File: config.mk
export PLATFORM = sky130hd
export DESIGN_NAME = lsb_stego_payload_extractor
export DESIGN_NICKNAME = d
export VERILOG_FILES = /design/src/rtl/lse_pkg.sv /design/src/rtl/lse_ctrl.sv /design/src/rtl/lse_dp.sv /design/src/rtl/lsb_stego_payload_extractor.sv
export SDC_FILE = /design/constraint.sdc
export NUM_CORES = 1
export LEC_CHECK = 0
export ABC_AREA = 1
export BUFFER_PORTS_ARGS = -buffer_cell sky130_fd_sc_hd__buf_2
export CORE_MARGIN = 3
export CORE_UTILIZATION = 55
export CTS_BUF_LIST = sky130_fd_sc_hd__clkbuf_8
export CTS_CLUSTER_SIZE = 14
export DETAILED_ROUTE_END_ITERATION = 10
export GPL_ROUTABILITY_DRIVEN = 0
export PLACE_DENSITY = 0.72
export SLEW_MARGIN = 5
export SYNTH_ARGS = -nofsm -noshare
export SYNTH_HDL_FRONTEND = slang
export SYNTH_SLANG_ARGS = --single-unit
File: constraint.sdc
create_clock -name clk -period 9.4 [get_ports clk]
set_clock_uncertainty 0.05 [all_clocks]
set_input_delay 1.88 -clock clk [delete_from_list [all_inputs] [get_ports clk]]
set_output_delay 1.88 -clock clk [all_outputs]
set_load 0.03 [all_outputs]
File: src/rtl/lse_pkg.sv
// Shared types, constants and helper functions for the LSB payload extractor.
package lse_pkg;

	localparam int CAPACITY_BITS = 24;
	localparam int DIV_BITS      = 36;
	localparam logic [31:0] MARKER_WORD = 32'h5441_4442;
	localparam logic [15:0] CRC_POLY    = 16'h1021;

	// decoder phase: which field of the hidden stream comes next
	typedef enum logic [2:0] {
		PH_IDLE    = 3'd0,
		PH_MARKER  = 3'd1,
		PH_EXTLEN  = 3'd2,
		PH_SKIP    = 3'd3,
		PH_PAYLEN  = 3'd4,
		PH_PAYLOAD = 3'd5,
		PH_CRC     = 3'd6,
		PH_DONE    = 3'd7
	} phase_t;

	typedef enum logic [2:0] {
		STS_OK      = 3'd0,
		STS_LENGTH  = 3'd1,
		STS_WIDTH   = 3'd2,
		STS_MARKER  = 3'd3,
		STS_CRC     = 3'd4
	} status_t;

	// what the decode of one item leads to
	typedef enum logic [2:0] {
		EV_NONE   = 3'd0,
		EV_STATUS = 3'd1,
		EV_DIV    = 3'd2,
		EV_CHECK  = 3'd3,
		EV_CHUNK  = 3'd4
	} event_t;

	typedef enum logic [2:0] {
		ST_IDLE  = 3'd0,
		ST_BYTE  = 3'd1,
		ST_DIV   = 3'd2,
		ST_ADD   = 3'd3,
		ST_CHECK = 3'd4,
		ST_CHUNK = 3'd5,
		ST_STAT  = 3'd6
	} state_t;

	localparam logic CFG_CHUNK_BITS = 1'b0;
	localparam logic CFG_CAPACITY   = 1'b1;

	typedef struct packed {
		logic load;
		logic step;
		logic div_step;
		logic add;
		logic advance;
		logic fail;
		logic emit_status;
		logic emit_chunk;
	} cmd_t;

	typedef struct packed {
		event_t ev;
		logic   div_last;
		logic   fits;
		logic   out_free;
		logic   chunk_last;
	} stat_t;

	// color bytes needed for a 4-byte field at b hidden bits per byte
	function automatic logic [5:0] len4(input logic [2:0] b);
		logic [5:0] r;
		case (b)
			3'd1:    r = 6'd32;
			3'd2:    r = 6'd16;
			3'd3:    r = 6'd11;
			default: r = 6'd8;
		endcase
		return r;
	endfunction

	// color bytes needed for a 2-byte field
	function automatic logic [5:0] len2(input logic [2:0] b);
		logic [5:0] r;
		case (b)
			3'd1:    r = 6'd16;
			3'd2:    r = 6'd8;
			3'd3:    r = 6'd6;
			default: r = 6'd4;
		endcase
		return r;
	endfunction

	// one CRC-CCITT byte update, MSB first
	function automatic logic [15:0] crc_step(input logic [15:0] crc, input logic [7:0] d);
		logic [15:0] c;
		c = crc ^ {d, 8'd0};
		for (int i = 0; i < 8; i++) begin
			c = c[15] ? ({c[14:0], 1'b0} ^ CRC_POLY) : {c[14:0], 1'b0};
		end
		return c;
	endfunction

endpackage

File: src/rtl/lse_ctrl.sv
// Sequencing state machine of the payload extractor.
module lse_ctrl (
	input  logic            clk,
	input  logic            arst_n,
	input  logic            s_tvalid,
	output logic            s_tready,
	input  lse_pkg::stat_t  stat,
	output lse_pkg::cmd_t   cmd
);

	lse_pkg::state_t state_q, state_d;

	// state register
	always_ff @(posedge clk or negedge arst_n) begin
		if (!arst_n) state_q <= lse_pkg::ST_IDLE;
		else         state_q <= state_d;
	end

	// next state
	always_comb begin
		state_d = state_q;
		case (state_q)
			lse_pkg::ST_IDLE: begin
				if (s_tvalid) state_d = lse_pkg::ST_BYTE;
			end
			lse_pkg::ST_BYTE: begin
				case (stat.ev)
					lse_pkg::EV_STATUS: state_d = lse_pkg::ST_STAT;
					lse_pkg::EV_DIV:    state_d = lse_pkg::ST_DIV;
					lse_pkg::EV_CHECK:  state_d = lse_pkg::ST_CHECK;
					lse_pkg::EV_CHUNK:  state_d = lse_pkg::ST_CHUNK;
					default:            state_d = lse_pkg::ST_IDLE;
				endcase
			end
			lse_pkg::ST_DIV: begin
				if (stat.div_last) state_d = lse_pkg::ST_ADD;
			end
			lse_pkg::ST_ADD:   state_d = lse_pkg::ST_CHECK;
			lse_pkg::ST_CHECK: state_d = stat.fits ? lse_pkg::ST_IDLE : lse_pkg::ST_STAT;
			lse_pkg::ST_CHUNK: begin
				if (stat.out_free && stat.chunk_last) state_d = lse_pkg::ST_IDLE;
			end
			lse_pkg::ST_STAT: begin
				if (stat.out_free) state_d = lse_pkg::ST_IDLE;
			end
			default: state_d = lse_pkg::ST_IDLE;
		endcase
	end

	// outputs
	always_comb begin
		cmd      = '0;
		s_tready = 1'b0;
		case (state_q)
			lse_pkg::ST_IDLE: begin
				s_tready = 1'b1;
				cmd.load = s_tvalid;
			end
			lse_pkg::ST_BYTE:  cmd.step        = 1'b1;
			lse_pkg::ST_DIV:   cmd.div_step    = 1'b1;
			lse_pkg::ST_ADD:   cmd.add         = 1'b1;
			lse_pkg::ST_CHECK: begin
				cmd.advance = stat.fits;
				cmd.fail    = !stat.fits;
			end
			lse_pkg::ST_CHUNK: cmd.emit_chunk  = stat.out_free;
			lse_pkg::ST_STAT:  cmd.emit_status = stat.out_free;
			default: ;
		endcase
	end

endmodule

File: src/rtl/lse_dp.sv
// Datapath: bit unpacking, field decode, CRC, length divider and output register.
module lse_dp (
	input  logic            clk,
	input  logic            arst_n,
	input  lse_pkg::cmd_t   cmd,
	output lse_pkg::stat_t  stat,
	input  logic [7:0]      s_tdata,
	input  logic            s_tuser,
	input  logic            cfg_valid,
	input  logic            cfg_index,
	input  logic [23:0]     cfg_data,
	output logic            m_tvalid,
	input  logic            m_tready,
	output logic [15:0]     m_tdata,
	output logic            m_tuser,
	output logic            m_tlast
);

	// configuration
	logic [3:0]  chunk_bits_q;
	logic [lse_pkg::CAPACITY_BITS-1:0] cap_q;

	// request in flight
	logic [7:0]  item_byte_q;
	logic        item_first_q;

	// decoder state
	lse_pkg::phase_t  phase_q;
	lse_pkg::status_t code_q;
	logic [2:0]  bpb_q;
	logic [11:0] acc_q;
	logic [3:0]  cnt_q;
	logic [31:0] left_q;
	logic [31:0] field_q;
	logic [15:0] ext_q;
	logic [31:0] pay_q;
	logic [39:0] req_q;
	logic [15:0] crc_q;

	// divider
	logic [lse_pkg::DIV_BITS-1:0] quo_q;
	logic [2:0]  rem_q;
	logic [5:0]  div_cnt_q;

	// chunk emission
	logic [7:0]  pbyte_q;
	logic [3:0]  pbits_q;

	// output register
	logic        out_valid_q;
	logic        out_kind_q;
	logic [7:0]  out_chunk_q;
	lse_pkg::status_t out_status_q;
	logic        out_last_q;

	logic [3:0]  b_first;
	logic        active;
	logic [7:0]  bmask;
	logic [11:0] acc_n;
	logic [3:0]  cnt_sum, cnt_n;
	logic        byte_rdy;
	logic [7:0]  byte_v;
	logic [2:0]  fld_total;
	logic [1:0]  pos;
	logic [31:0] fld_new;
	logic        fld_last;
	logic [31:0] len_n;
	lse_pkg::event_t  ev;
	lse_pkg::status_t ev_code;
	logic [3:0]  rdiv;
	logic        ge;
	logic [3:0]  w_eff;
	logic [7:0]  wmask;
	logic [5:0]  len_const;

	// width code of a first byte: one plus the trailing ones
	always_comb begin
		casez (item_byte_q[3:0])
			4'b???0: b_first = 4'd1;
			4'b??01: b_first = 4'd2;
			4'b?011: b_first = 4'd3;
			4'b0111: b_first = 4'd4;
			default: b_first = 4'd5;
		endcase
	end

	// bit unpacking
	always_comb begin
		active   = (phase_q != lse_pkg::PH_IDLE) && (phase_q != lse_pkg::PH_DONE) &&
		           (bpb_q != 3'd0) && (bpb_q <= 3'd4);
		bmask    = 8'((9'd1 << bpb_q) - 9'd1);
		acc_n    = 12'((acc_q << bpb_q) | {4'd0, item_byte_q & bmask});
		cnt_sum  = 4'(cnt_q + {1'b0, bpb_q});
		byte_rdy = cnt_sum >= 4'd8;
		cnt_n    = byte_rdy ? 4'(cnt_sum - 4'd8) : cnt_sum;
		byte_v   = 8'(acc_n >> cnt_n);
		fld_total = ((phase_q == lse_pkg::PH_MARKER) || (phase_q == lse_pkg::PH_PAYLEN)) ?
		            3'd4 : 3'd2;
		pos      = 2'(fld_total - left_q[2:0]);
		fld_new  = field_q | (32'(byte_v) << {pos, 3'b000});
		fld_last = left_q == 32'd1;
		len_n    = (phase_q == lse_pkg::PH_EXTLEN) ? {16'd0, fld_new[15:0]} : fld_new;
	end

	// outcome of decoding the current request
	always_comb begin
		ev      = lse_pkg::EV_NONE;
		ev_code = lse_pkg::STS_OK;
		if (item_first_q) begin
			if (b_first > 4'd4) begin
				ev      = lse_pkg::EV_STATUS;
				ev_code = lse_pkg::STS_WIDTH;
			end else begin
				ev = lse_pkg::EV_CHECK;
			end
		end else if (active && byte_rdy) begin
			case (phase_q)
				lse_pkg::PH_MARKER: begin
					if (fld_last && fld_new != lse_pkg::MARKER_WORD) begin
						ev      = lse_pkg::EV_STATUS;
						ev_code = lse_pkg::STS_MARKER;
					end
				end
				lse_pkg::PH_EXTLEN, lse_pkg::PH_PAYLEN: begin
					if (fld_last) ev = lse_pkg::EV_DIV;
				end
				lse_pkg::PH_CRC: begin
					if (fld_last) begin
						ev      = lse_pkg::EV_STATUS;
						ev_code = (fld_new[15:0] == crc_q) ? lse_pkg::STS_OK : lse_pkg::STS_CRC;
					end
				end
				lse_pkg::PH_PAYLOAD: ev = lse_pkg::EV_CHUNK;
				default: ;
			endcase
		end
	end

	// divider step, chunk width and constant length term
	always_comb begin
		rdiv      = {rem_q, quo_q[lse_pkg::DIV_BITS-1]};
		ge        = rdiv >= {1'b0, bpb_q};
		w_eff     = ((chunk_bits_q == 4'd1) || (chunk_bits_q == 4'd2) ||
		             (chunk_bits_q == 4'd4)) ? chunk_bits_q : 4'd8;
		wmask     = 8'((9'd1 << w_eff) - 9'd1);
		len_const = (phase_q == lse_pkg::PH_EXTLEN) ? lse_pkg::len4(bpb_q) :
		            lse_pkg::len2(bpb_q);
	end

	always_comb begin
		stat.ev         = ev;
		stat.div_last   = div_cnt_q == 6'(lse_pkg::DIV_BITS - 1);
		stat.fits       = req_q <= 40'(cap_q);
		stat.out_free   = !out_valid_q || m_tready;
		stat.chunk_last = pbits_q <= w_eff;
	end

	// configuration writes
	always_ff @(posedge clk or negedge arst_n) begin
		if (!arst_n) begin
			chunk_bits_q <= 4'd8;
			cap_q        <= '0;
		end else if (cfg_valid) begin
			if (cfg_index == lse_pkg::CFG_CHUNK_BITS) chunk_bits_q <= cfg_data[3:0];
			else cap_q <= cfg_data[lse_pkg::CAPACITY_BITS-1:0];
		end
	end

	// request latch
	always_ff @(posedge clk) begin
		if (cmd.load) begin
			item_byte_q  <= s_tdata;
			item_first_q <= s_tuser;
		end
	end

	// decoder state
	always_ff @(posedge clk or negedge arst_n) begin
		if (!arst_n) begin
			phase_q   <= lse_pkg::PH_IDLE;
			code_q    <= lse_pkg::STS_OK;
			bpb_q     <= '0;
			acc_q     <= '0;
			cnt_q     <= '0;
			left_q    <= '0;
			field_q   <= '0;
			ext_q     <= '0;
			pay_q     <= '0;
			req_q     <= '0;
			crc_q     <= '0;
			quo_q     <= '0;
			rem_q     <= '0;
			div_cnt_q <= '0;
			pbyte_q   <= '0;
			pbits_q   <= '0;
		end else begin
			if (cmd.step) begin
				if (ev == lse_pkg::EV_STATUS) code_q <= ev_code;
				if (item_first_q) begin
					// restart on a new image
					phase_q <= lse_pkg::PH_IDLE;
					ext_q   <= '0;
					pay_q   <= '0;
					crc_q   <= '0;
					left_q  <= '0;
					field_q <= '0;
					acc_q   <= '0;
					cnt_q   <= '0;
					if (b_first > 4'd4) begin
						bpb_q <= '0;
						req_q <= '0;
					end else begin
						bpb_q <= b_first[2:0];
						req_q <= 40'd1 + 40'(lse_pkg::len4(b_first[2:0])) +
						         40'(lse_pkg::len2(b_first[2:0]));
					end
				end else if (active) begin
					acc_q <= acc_n;
					cnt_q <= cnt_n;
					if (byte_rdy) begin
						if (phase_q != lse_pkg::PH_CRC) crc_q <= lse_pkg::crc_step(crc_q, byte_v);
						left_q <= left_q - 32'd1;
						case (phase_q)
							lse_pkg::PH_MARKER, lse_pkg::PH_EXTLEN,
							lse_pkg::PH_PAYLEN, lse_pkg::PH_CRC: begin
								field_q <= fld_new;
								if (fld_last) begin
									if (phase_q == lse_pkg::PH_MARKER) begin
										phase_q <= lse_pkg::PH_EXTLEN;
										left_q  <= 32'd2;
										field_q <= '0;
										acc_q   <= '0;
										cnt_q   <= '0;
									end
									if (phase_q == lse_pkg::PH_EXTLEN) ext_q <= fld_new[15:0];
									if (phase_q == lse_pkg::PH_PAYLEN) pay_q <= fld_new;
									// dividend: 8n + b - 1
									quo_q     <= 36'({len_n, 3'b000}) + 36'(bpb_q - 3'd1);
									rem_q     <= '0;
									div_cnt_q <= '0;
								end
							end
							lse_pkg::PH_SKIP: begin
								if (fld_last) begin
									phase_q <= lse_pkg::PH_PAYLEN;
									left_q  <= 32'd4;
									field_q <= '0;
									acc_q   <= '0;
									cnt_q   <= '0;
								end
							end
							lse_pkg::PH_PAYLOAD: begin
								pbyte_q <= byte_v;
								pbits_q <= 4'd8;
								if (fld_last) begin
									phase_q <= lse_pkg::PH_CRC;
									left_q  <= 32'd2;
									field_q <= '0;
									acc_q   <= '0;
									cnt_q   <= '0;
								end
							end
							default: ;
						endcase
					end
				end
			end

			// restoring divide by bits per byte, one quotient bit a cycle
			if (cmd.div_step) begin
				rem_q     <= ge ? 3'(rdiv - {1'b0, bpb_q}) : rdiv[2:0];
				quo_q     <= {quo_q[lse_pkg::DIV_BITS-2:0], ge};
				div_cnt_q <= div_cnt_q + 6'd1;
			end

			if (cmd.add) req_q <= req_q + 40'(quo_q) + 40'(len_const);

			if (cmd.fail) code_q <= lse_pkg::STS_LENGTH;

			// open the next field once the length check passed
			if (cmd.advance) begin
				field_q <= '0;
				acc_q   <= '0;
				cnt_q   <= '0;
				case (phase_q)
					lse_pkg::PH_IDLE: begin
						phase_q <= lse_pkg::PH_MARKER;
						left_q  <= 32'd4;
					end
					lse_pkg::PH_EXTLEN: begin
						if (ext_q != 16'd0) begin
							phase_q <= lse_pkg::PH_SKIP;
							left_q  <= 32'(ext_q);
						end else begin
							phase_q <= lse_pkg::PH_PAYLEN;
							left_q  <= 32'd4;
						end
					end
					lse_pkg::PH_PAYLEN: begin
						if (pay_q != 32'd0) begin
							phase_q <= lse_pkg::PH_PAYLOAD;
							left_q  <= pay_q;
						end else begin
							phase_q <= lse_pkg::PH_CRC;
							left_q  <= 32'd2;
						end
					end
					default: ;
				endcase
			end

			if (cmd.emit_status) phase_q <= lse_pkg::PH_DONE;

			if (cmd.emit_chunk) begin
				pbyte_q <= 8'(pbyte_q >> w_eff);
				pbits_q <= 4'(pbits_q - w_eff);
			end
		end
	end

	// output register
	always_ff @(posedge clk or negedge arst_n) begin
		if (!arst_n) begin
			out_valid_q <= 1'b0;
		end else if (cmd.emit_chunk || cmd.emit_status) begin
			out_valid_q <= 1'b1;
		end else if (m_tready) begin
			out_valid_q <= 1'b0;
		end
	end

	always_ff @(posedge clk) begin
		if (cmd.emit_chunk) begin
			out_kind_q   <= 1'b0;
			out_chunk_q  <= pbyte_q & wmask;
			out_status_q <= lse_pkg::STS_OK;
			out_last_q   <= pbits_q <= w_eff;
		end else if (cmd.emit_status) begin
			out_kind_q   <= 1'b1;
			out_chunk_q  <= '0;
			out_status_q <= code_q;
			out_last_q   <= 1'b1;
		end
	end

	assign m_tvalid = out_valid_q;
	assign m_tdata  = {5'd0, out_status_q, out_chunk_q};
	assign m_tuser  = out_kind_q;
	assign m_tlast  = out_last_q;

endmodule

File: src/rtl/lsb_stego_payload_extractor.sv
// Top level of the LSB steganography payload extractor.
// Takes bitmap color bytes one per request, recovers the hidden stream
// (marker, extra length, skipped bytes, payload length, payload, CRC-16)
// and returns each payload byte as 1, 2, 4 or 8-bit chunks, lowest first,
// followed by one status per run. A color byte is latched and then decoded;
// a first byte with a valid width code then also gets its capacity check.
// A byte that completes a payload byte then emits its chunks one at a time,
// each gated by the output register; a byte that ends a run with a status
// then emits it, also gated by the output register; a byte that completes a
// length field then runs the bit-serial divide by the hidden bits per byte,
// an add and the capacity check, and emits a status when that check fails.
// The input is held off until the request in flight is done. Configuration
// writes are always taken (cfg_ready is tied high).
module lsb_stego_payload_extractor (
	input  logic        clk,
	input  logic        arst_n,
	input  logic        s_tvalid,
	output logic        s_tready,
	input  logic [7:0]  s_tdata,   // [7:0] color_byte
	input  logic        s_tuser,   // [0] first
	output logic        m_tvalid,
	input  logic        m_tready,
	output logic [15:0] m_tdata,   // [7:0] chunk_value, [10:8] status
	output logic        m_tuser,   // [0] kind
	output logic        m_tlast,
	input  logic        cfg_valid,
	output logic        cfg_ready,
	input  logic        cfg_index,
	input  logic [23:0] cfg_data
);

	lse_pkg::cmd_t  cmd;
	lse_pkg::stat_t stat;

	assign cfg_ready = 1'b1;

	lse_ctrl u_ctrl (
		.clk      (clk),
		.arst_n   (arst_n),
		.s_tvalid (s_tvalid),
		.s_tready (s_tready),
		.stat     (stat),
		.cmd      (cmd)
	);

	lse_dp u_dp (
		.clk       (clk),
		.arst_n    (arst_n),
		.cmd       (cmd),
		.stat      (stat),
		.s_tdata   (s_tdata),
		.s_tuser   (s_tuser),
		.cfg_valid (cfg_valid),
		.cfg_index (cfg_index),
		.cfg_data  (cfg_data),
		.m_tvalid  (m_tvalid),
		.m_tready  (m_tready),
		.m_tdata   (m_tdata),
		.m_tuser   (m_tuser),
		.m_tlast   (m_tlast)
	);

endmodule
==> results of run 1 <==
tightest hold or removal path: cells and delay by family (launching register included):
| family | cells | cell delay (ns) |
|---|---|---|
| AND/OR/NAND/NOR | 2 | 0.12 |
| flip-flops | 1 | 0.33 |
final timing paths:
| kind | from | to | slack, ns | cells after the start |
|---|---|---|---|---|
| setup reg to reg | u_dp.bpb_q[1] | u_dp.quo_q[33] | 3.10 | 30 |
| hold reg to reg | u_dp.m_tuser | u_dp.m_tuser | 0.43 | 2 |
| setup / recovery | u_dp.bpb_q[1] | u_dp.quo_q[33] | 3.10 | 30 |
| min in group asynchronous | arst_n | u_dp.left_q[18] | 1.22 | 1 |
| hold / removal | u_dp.m_tuser | u_dp.m_tuser | 0.43 | 2 |
| max in group asynchronous | arst_n | u_dp.field_q[4] | 6.59 | 2 |
metrics by stage:
| stage | worst slack, ns | area, um^2 | utilization, % |
|---|---|---|---|
| 2_1_floorplan | 4.37 | 21000 | - |
| 3_3_place_gp | 3.50 | 21700 | 58.4 |
| 3_5_place_dp | 3.22 | 21700 | 58.4 |
| 4_1_cts | 3.19 | 22800 | 61.4 |
| 5_1_grt | 2.50 | 22800 | 61.4 |
| 6_report | 3.10 | 22800 | 61.4 |
synth_stat cells, types with 3 or more instances:
cell      instances  share of area, %
nand2_1         550               9.8
inv_1           340               6.1
dfrtp_1         281                34
nor2_1          267               4.8
o21ai_0         235               5.6
a21oi_1         193               4.6
ha_1            143               8.5
nand3_1         138               3.3
clkbuf_1         63               1.1
nand4_1          53               1.6
xor2_1           53               2.2
o22ai_1          50               1.5
nor3_1           35              0.83
inv_2            28              0.50
nand3_2          28               1.3
xnor2_1          28               1.2
o211ai_1         26              0.93
nand2_2          22              0.66
a31oi_1          19              0.57
buf_2            19              0.45
edfxtp_1         18               2.6
nor4_1           18              0.54
o21ai_1          14              0.33
a221oi_1         11              0.46
a22oi_1          11              0.39
fa_1             11               1.0
o32ai_1          11              0.46
o221ai_1         10              0.42
buf_4             9              0.32
a21o_1            7              0.25
o21a_1            7              0.25
o21bai_1          7              0.25
o31ai_1           7              0.25
a32oi_1           6              0.25
clkinv_1          5             0.089
nor2_2            5              0.15
o21ai_2           5              0.21
or2_2             5              0.15
dfxtp_1           4              0.38
nor2_4            4              0.21
or4_1             4              0.14
a21boi_0          3              0.11
a22o_1            3              0.13
buf_1             3             0.054
report_power, final:
group / total [W] / internal (W) / switching [W]
registers: 0.00190 / 0.00162 / 0.000271
clock network: 0.00130 / 0.000704 / 0.000594
logic: 0.00557 / 0.00177 / 0.00381
total: 0.00877 / 0.00409 / 0.00467
state kept, by name (all words and copies together) (netlist names), 4 cells and up:
name and count:
u_dp.pbits_q 4, u_dp.crc_q 16, u_dp.req_q 40, u_dp.quo_q 36, u_dp.cnt_q 4, u_dp.pbyte_q 8, u_dp.left_q 32, u_dp.chunk_bits_q 4
u_dp.item_byte_q 8, u_dp.cap_q 24, u_dp.ext_q 16, u_dp.pay_q 32, u_dp.acc_q 12, u_dp.div_cnt_q 6, u_dp.field_q 32, u_dp.out_chunk_q 8
cell families after synthesis:
family                     share of synthesized area, %
xor gates and xnor gates                           3.59
adders and majority gates                          9.58
buffers and inverters                              8.77
and+or+nand+nor                                    23.9
AOI/OAI and AO/OA                                  17.4
muxes                                             0.101
other                                            0.0358
DFF                                                36.6
cells in the final DEF (no fill, tap or decap), types with 50 or more instances in the layout:
cell type,count
a21oi_1,192
buf_2,52
clkbuf_8,64
dfrtp_1,281
ha_1,143
inv_1,358
nand2_1,550
nand3_1,138
nand4_1,53
nor2_1,266
o21ai_0,235
o22ai_1,50
xor2_1,53
cell type report:
| cell class | count | area, um^2 | area share (%) |
|---|---|---|---|
| Clock inverter | 38 | 249 | 1.09 |
| Multi-Input combinational cell | 2019 | 11500 | 50.5 |
| Inverter | 374 | 1410 | 6.17 |
| Tap cell | 504 | 631 | 2.76 |
| Sequential cell | 304 | 7680 | 33.7 |
| Clock buffer | 64 | 881 | 3.86 |
| Timing Repair Buffer | 76 | 448 | 1.96 |
routing by layer:
metal / vias to the layer above / wire, um
met4: 0 / 3340
met3: 190 / 4230
met2: 763 / 28400
li1: 9493 / -
met1: 9279 / 25100
met5: - / 0
==> impl_metrics.py, run 1 <==
metrics = {
    "run_status": {
        "status": "finished clean",
    },
    "drt": {
        "drt_wl_total_um": 61100,
        "drtAntennaViolNets": 0,
        "drtPass1Iterations": 6,
        "vias": 19700,
        "drc": 0,
        "post_drt_via_cell_ratio": 5.84,
        "drtIter0Drc": 1802,
        "wl_per_cell_um": 18.1,
    },
    "logic_synthesis": {
        "synth_top_flop_cell": "dfrtp_1",
        "synth-edff-count": 18,
        "ys_seq_area_share_pct": 36.6,
        "synth_cells": 2788,
        "synth_warnings": 0,
        "synth_area_per_cell_um2": 7.53,
        "ys_types": 69,
        "ys_ff_latch": 304,
        "syn_area_um2": 21000,
        "synthArstFlopShare_pct": 92.8,
    },
    "cts": {
        "worstSkewPairLatency_ns": 0.66,
        "cts_tree": "yes",
        "htreeDepth": 2,
        "post-cts-setup-buffer-count": 0,
        "clk_pin_slew_worst_paths_ns": 0.07,
        "ctsLongestPathBuffers": 3,
        "clkSinkCount": 304,
        "holdBufCountCts": 0,
        "ctsRootBufferMaster": "clkbuf_8",
        "cts-resized-gates": 0,
        "cts-buffers-inserted": 54,
    },
    "sta": {
        "setup_viol": 0,
        "relSlewSlack_pct": 21.7,
        "hold_violations": 0,
        "finalSetupTns_ns": 0,
        "finalCriticalPeriod_ns": 6.30,
        "final_max_slew_viol_count": 0,
        "tightestPinTransition_ns": 1.17,
        "max_freq_mhz": 159,
        "min_period_over_period_pct": 67.0,
        "hold_slack_ns": 0.430,
        "rsz0062_at_grt": "no",
    },
    "floorplan": {
        "die_w_um": 201,
        "core_um2": 37100,
        "num_rows": 70,
        "die_area_um2": 40500,
        "initial_core_util_pct": 56.5,
        "ios": 60,
        "dieHeight_um": 201,
    },
    "finish": {
        "diodes": 0,
        "final_cell_count_no_fill": 3379,
        "layout-drive-gt1-share_pct": 9.53,
        "syn2layout_area_growth_pct": 8.71,
        "fin_nets": 3022,
        "nFillCells": 3421,
    },
    "min_path": {
        "hp-class": "flop to flop",
    },
    "flow_run": {
        "maxCapViolations": 0,
    },
    "global_routing": {
        "grt_usage_pct": 30.1,
        "grt_pass1_vias": 19500,
        "grt_antenna_before_repair": 0,
        "use_met3_pct": 5.03,
        "grt_pass1_wl_um": 99800,
        "busiest_layer": "met2",
        "grt_util_met2_pct": 49.0,
        "gr-total-overflow": 0,
        "grt_use_met1_pct": 38.9,
        "grt_max_degree": 115,
    },
    "setup_path": {
        "crit_type": "flop to flop",
        "end_kind": "flop",
        "cp_max_fo": 18,
        "cp_slowest_cell": "dfrtp_1",
        "crit_family": "compound AO/OA/AOI/OAI gates",
        "path_buf_inv": 3,
        "cp.required_ns": 9.84,
        "cp_slowest_stage_delay_ns": 0.76,
        "cp.arrival_ns": 6.74,
        "crit_path_start_kind": "flop",
    },
    "placed_design": {
        "dpl.hpwl_um": 45600,
        "port-buffer-count": 53,
        "dpl.cell_count": 3277,
    },
    "power_and_ir_drop": {
        "vdd_drop_max_uv": 189,
        "power_w": 0.00877,
        "powerDensity_nw_per_um2": 384,
        "leakagePower_nw": 11.5,
    },
}
(Power assumes the default switching activity.)
==> run 2, diff against run 1 <==
- clock period: 9.4 -> 6.3 ns (I/O delays scaled with it)
==> run 2 against run 1 <==
Net effect:
- die area unchanged
- fmax rose by 7.6%
- sequential power rose by 47%
- critical path depth is 6 lower
- critical endpoint unchanged
- cell count is 0.27% higher
- combinational power increased by 51%
- clock power up 42%
- power rose by 49%
- register-to-register slack got worse by 2.7 ns
- worst hold slack worse by 0.0073 ns
- highest routed layer unchanged
==> impl_metrics.py, run 2 (synthesized netlist as in run 1, its figures left out) <==
metrics = {
    "sta": {
        "rsz0062_at_grt": "no",
        "max_freq_mhz": 171,
        "finalCriticalPeriod_ns": 5.85,
        "relSlewSlack_pct": 21.5,
        "setup_viol": 0,
        "min_period_over_period_pct": 92.9,
        "finalSetupTns_ns": 0,
        "fin_ws_ns": 0.448,
        "hold_violations": 0,
        "final_max_slew_viol_count": 0,
        "tightestPinTransition_ns": 1.18,
    },
    "cts": {
        "htreeDepth": 2,
        "ctsLongestPathBuffers": 3,
        "clkSinkCount": 304,
        "holdBufCountCts": 0,
        "clk_pin_slew_worst_paths_ns": 0.06,
        "cts-buffers-inserted": 55,
        "worstSkewPairLatency_ns": 0.66,
        "cts_tree": "yes",
        "post-cts-setup-buffer-count": 0,
        "ctsRootBufferMaster": "clkbuf_8",
    },
    "floorplan": {
        "num_rows": 70,
        "initial_core_util_pct": 56.5,
        "die_area_um2": 40500,
        "die_w_um": 201,
        "dieHeight_um": 201,
        "core_um2": 37100,
        "ios": 60,
    },
    "flow_run": {
        "maxCapViolations": 0,
    },
    "setup_path": {
        "path_buf_inv": 2,
        "end_kind": "flop",
        "cp_max_fo": 15,
        "reg2reg_slack_ns": 0.45,
        "worstPathCellList": "buf_4 > ha_1 > fa_1 > inv_1 > o21ai_0 > a21oi_1 > nor2_1 > nand2_1 > nand4_1 > nand2_1 > fa_1 > nand3_1 > nand2_1 > a21oi_1 > o21ai_1 > a21boi_0 > o21ai_1 > a21oi_1 > o21ai_1 > a21boi_0 > o21ai_1 > a21oi_1 > xor2_1 > o21bai_1",
        "cp_slowest_stage_delay_ns": 0.84,
        "crit_path_start_kind": "flop",
        "crit_type": "flop to flop",
        "cp_slowest_cell": "fa_1",
        "cp.required_ns": 6.76,
        "crit_family": "compound AO/OA/AOI/OAI gates",
        "cp.arrival_ns": 6.31,
    },
    "finish": {
        "syn2layout_area_growth_pct": 8.81,
        "largest_register": "u_dp.req_q",
        "final_cell_mix": "nand2_1, inv_1, dfrtp_1",
        "layout-drive-gt1-share_pct": 9.57,
        "diodes": 0,
        "top_regs": "u_dp.req_q x40, u_dp.quo_q x36",
        "fin_nets": 3033,
        "final_common_cell": "nand2_1",
        "largest_reg_flops": 40,
    },
    "global_routing": {
        "grt_antenna_before_repair": 0,
        "grt_pass1_wl_um": 99500,
        "grt_max_degree": 127,
        "gr-total-overflow": 0,
        "grt_pass1_vias": 19500,
        "grt_usage_pct": 29.9,
    },
    "drt": {
        "vias": 19900,
        "drt_wl_total_um": 61300,
        "drtPass1Iterations": 6,
        "post_drt_via_cell_ratio": 5.86,
        "drc": 0,
        "drtAntennaViolNets": 0,
        "wl_per_cell_um": 18.1,
        "drtIter0Drc": 1650,
    },
    "power_and_ir_drop": {
        "power_w": 0.0130,
        "intPower_w": 0.00605,
        "power_frac_comb_pct": 64.5,
        "p_sw_w": 0.00698,
        "leakagePower_nw": 11.6,
        "sw_frac_of_total_pct": 53.6,
        "pwr-share-seq_pct": 21.4,
        "clock_power_share_pct": 14.1,
        "vdd_drop_max_uv": 300,
        "powerDensity_nw_per_um2": 571,
    },
    "run_status": {
        "status": "finished clean",
    },
    "placed_design": {
        "dpl.hpwl_um": 45600,
        "port-buffer-count": 53,
        "pre_cts_ws_ns": 0.546,
    },
    "min_path": {
        "hp-class": "flop to flop",
    },
}
==> run 2: path summary, 6_finish.rpt <==
kind,end,depth (start not counted),startpoint
max,u_dp.quo_q[33],24,u_dp.bpb_q[0]
min reg2reg,u_dp.rem_q[2],2,u_dp.rem_q[2]
min in group asynchronous,u_dp.left_q[20],1,arst_n
min,u_dp.rem_q[2],2,u_dp.rem_q[2]
max in group asynchronous,u_dp.crc_q[8],2,arst_n
max reg2reg,u_dp.quo_q[33],24,u_dp.bpb_q[0]
==> run 2: power groups by stage <==
| stage | registers (W) | logic (W) | clock network, W |
|---|---|---|---|
| after floorplan | 0.00274 | 0.00607 | 0 |
| after global placement | 0.00279 | 0.00796 | 0 |
| after detailed placement | 0.00281 | 0.00814 | 0 |
| after CTS | 0.00278 | 0.00819 | 0.00187 |
| after global routing | 0.00284 | 0.00927 | 0.00196 |
| final | 0.00279 | 0.00840 | 0.00184 |
==> run 2: cell type report <==
class | count | area (um^2)
Clock inverter | 38 | 195
Sequential cell | 304 | 7680
Tap cell | 504 | 631
Multi-Input combinational cell | 2019 | 11500
Timing Repair Buffer | 86 | 536
Fill cell | 3396 | 14300
Inverter | 374 | 1410
Clock buffer | 63 | 867
==> run 2: timing repair <==
action	in CTS	in global routing
endpoints found under the hold margin	0	0
gates resized for setup	0	1
endpoints found under the setup margin	0	1
==> run 2: per-layer routing <==
metal | part of all wire [%] | track usage (%) | vias up
li1 | - | - | 9506
met1 | 42 | 38.7 | 9402
met4 | 5.5 | 16.3 | 0
met3 | 6.5 | 4.16 | 186
met5 | 0 | 0 | -
met2 | 46 | 48.8 | 761
==> run 2: tightest hold or removal path: cells and delay by family, from the launching register on <==
kind,cells,cell delay [ns]
flops,1,0.34
simple gates,2,0.10
==> run 2: stage by stage <==
step                      instance area [um^2]  util [%]  cells  hold WS [ns]
final                                    22800      61.5   3388         0.423
after global routing                     22800      61.5   3388         0.461
after CTS                                22800      61.5   3388         0.424
after detailed placement                 21800      58.6   3287         0.410
after global placement                   21800      58.6   3287         0.401
after floorplan                          21000         -   2793         0.393
==> run 3, diff against run 2 <==
- MAX_ROUTING_LAYER: unset -> met4
==> run 3 against run 2 <==
Net effect:
- register-to-register slack about the same
- worst hold slack about the same
- power about the same
- fmax about the same
- critical path depth unchanged
- cell count unchanged
- critical path type unchanged
- core utilization unchanged
- wire length decreased by 0.19%
- non-clock buffer count did not move
==> impl_metrics.py, run 3 (synthesized netlist as in run 1, its figures left out) <==
metrics = {
    "run_status": {
        "status": "finished clean",
    },
    "drt": {
        "wl_per_cell_um": 18.1,
        "drc": 0,
        "drt_wl_total_um": 61200,
        "vias": 19800,
        "drtPass1Iterations": 9,
        "drtAntennaViolNets": 0,
        "drtIter0Drc": 1782,
        "post_drt_via_cell_ratio": 5.86,
    },
    "global_routing": {
        "grt_pass1_wl_um": 99500,
        "gr-total-overflow": 0,
        "grt_antenna_before_repair": 0,
        "grt_pass1_vias": 19400,
        "grt_usage_pct": 30.8,
        "grt_max_degree": 127,
    },
    "min_path": {
        "hp-class": "flop to flop",
        "hold_start": "u_dp.rem_q[2]",
    },
    "sta": {
        "finalCriticalPeriod_ns": 5.85,
        "max_freq_mhz": 171,
        "hold_violations": 0,
        "finalSetupTns_ns": 0,
        "tightestPinTransition_ns": 1.20,
        "min_period_over_period_pct": 92.9,
        "rsz0062_at_grt": "no",
        "relSlewSlack_pct": 19.9,
        "final_max_slew_viol_count": 0,
        "setup_viol": 0,
    },
    "placed_design": {
        "dpl.hpwl_um": 45600,
        "dpl.cell_count": 3287,
        "port-buffer-count": 53,
    },
    "finish": {
        "final_cell_count_no_fill": 3388,
        "final_common_cell": "nand2_1",
        "syn2layout_area_growth_pct": 8.81,
        "largest_register": "u_dp.req_q",
        "diodes": 0,
        "top_regs": "u_dp.req_q x40, u_dp.quo_q x36",
        "final_cell_mix": "nand2_1, inv_1, dfrtp_1",
        "largest_reg_flops": 40,
        "fin_nets": 3033,
        "nFillCells": 3396,
        "layout-drive-gt1-share_pct": 9.57,
    },
    "power_and_ir_drop": {
        "vdd_drop_max_uv": 298,
        "leakagePower_nw": 11.6,
        "powerDensity_nw_per_um2": 571,
    },
    "setup_path": {
        "worstSetupStartpoint": "u_dp.bpb_q[0]",
        "cp_max_fo": 15,
        "cp.required_ns": 6.76,
        "r2r_start": "u_dp.bpb_q[0]",
        "cp.arrival_ns": 6.31,
        "crit_type": "flop to flop",
        "end_kind": "flop",
        "crit_path_start_kind": "flop",
    },
    "cts": {
        "clkSinkCount": 304,
        "holdBufCountCts": 0,
        "worstSkewPairLatency_ns": 0.67,
        "ctsRootBufferMaster": "clkbuf_8",
        "clk_pin_slew_worst_paths_ns": 0.06,
        "htreeDepth": 2,
        "cts-buffers-inserted": 55,
        "cts_tree": "yes",
        "ctsLongestPathBuffers": 3,
    },
    "floorplan": {
        "dieHeight_um": 201,
        "num_rows": 70,
        "die_w_um": 201,
        "initial_core_util_pct": 56.5,
        "core_um2": 37100,
        "die_area_um2": 40500,
        "ios": 60,
    },
    "flow_run": {
        "maxCapViolations": 0,
    },
}
run 3: report_power, final:
group / internal (W) / switching [W] / total (W)
clock network: 0.000956 / 0.000887 / 0.00184
logic: 0.00267 / 0.00572 / 0.00839
registers: 0.00243 / 0.000366 / 0.00279
run 3: what timing repair did:
| item | 4_1_cts | 5_1_grt |
|---|---|---|
| endpoints found under the setup margin | 0 | 1 |
| setup buffers | 0 | 0 |
| resized for setup | 0 | 1 |
run 3: layout make-up:
type / count / area [um^2] / area share [%]
Tap cell: 504 / 631 / 2.76
Sequential cell: 304 / 7680 / 33.6
Timing Repair Buffer: 86 / 536 / 2.35
Clock inverter: 38 / 195 / 0.855
Inverter: 374 / 1410 / 6.17
Multi-Input combinational cell: 2019 / 11500 / 50.4
Clock buffer: 63 / 867 / 3.80
run 3: metal layers:
metal  vias up  share of wire (%)  wire length [um]  track usage (%)
met3       201                6.3              3870             4.01
met5         -                  0                 0                -
met2       746                 47             28500             48.8
met1      9400                 41             25300             38.8
met4         0                5.6              3410             16.1
li1       9492                  -                 -                -
run 3: worst max-delay path, cell delays in order (launching register included):
cell	delay, ns
dfrtp_1	0.46
buf_4	0.22
ha_1	0.23
fa_1	0.84
inv_1	0.33
o21ai_0	0.18
a21oi_1	0.07
nor2_1	0.12
nand2_1	0.14
nand4_1	0.13
nand2_1	0.16
fa_1	0.49
nand3_1	0.10
nand2_1	0.10
a21oi_1	0.22
o21ai_1	0.13
a21boi_0	0.30
o21ai_1	0.20
a21oi_1	0.24
o21ai_1	0.12
a21boi_0	0.33
o21ai_1	0.15
a21oi_1	0.18
xor2_1	0.16
o21bai_1	0.07
run 3: path summary, 6_finish.rpt:
kind | end | depth (start not counted) | slack, ns
max in group asynchronous | u_dp.field_q[16] | 2 | 4.33
min in group asynchronous | u_dp.left_q[20] | 1 | 0.60
max reg2reg | u_dp.quo_q[33] | 24 | 0.45
min | u_dp.rem_q[2] | 2 | 0.42
min reg2reg | u_dp.rem_q[2] | 2 | 0.42
max | u_dp.quo_q[33] | 24 | 0.45
run 3: metrics by stage:
stage / cell area, um^2 / setup WS, ns / hold slack, ns / power, W / util, %
floorplan: 21000 / 1.27 / 0.393 / 0.00881 / -
global placement: 21800 / 0.777 / 0.401 / 0.0107 / 58.6
finish: 22800 / 0.450 / 0.423 / 0.0130 / 61.5
global route: 22800 / 0.00748 / 0.461 / 0.0141 / 61.5
detailed placement: 21800 / 0.546 / 0.410 / 0.0110 / 58.6
CTS: 22800 / 0.549 / 0.424 / 0.0128 / 61.5
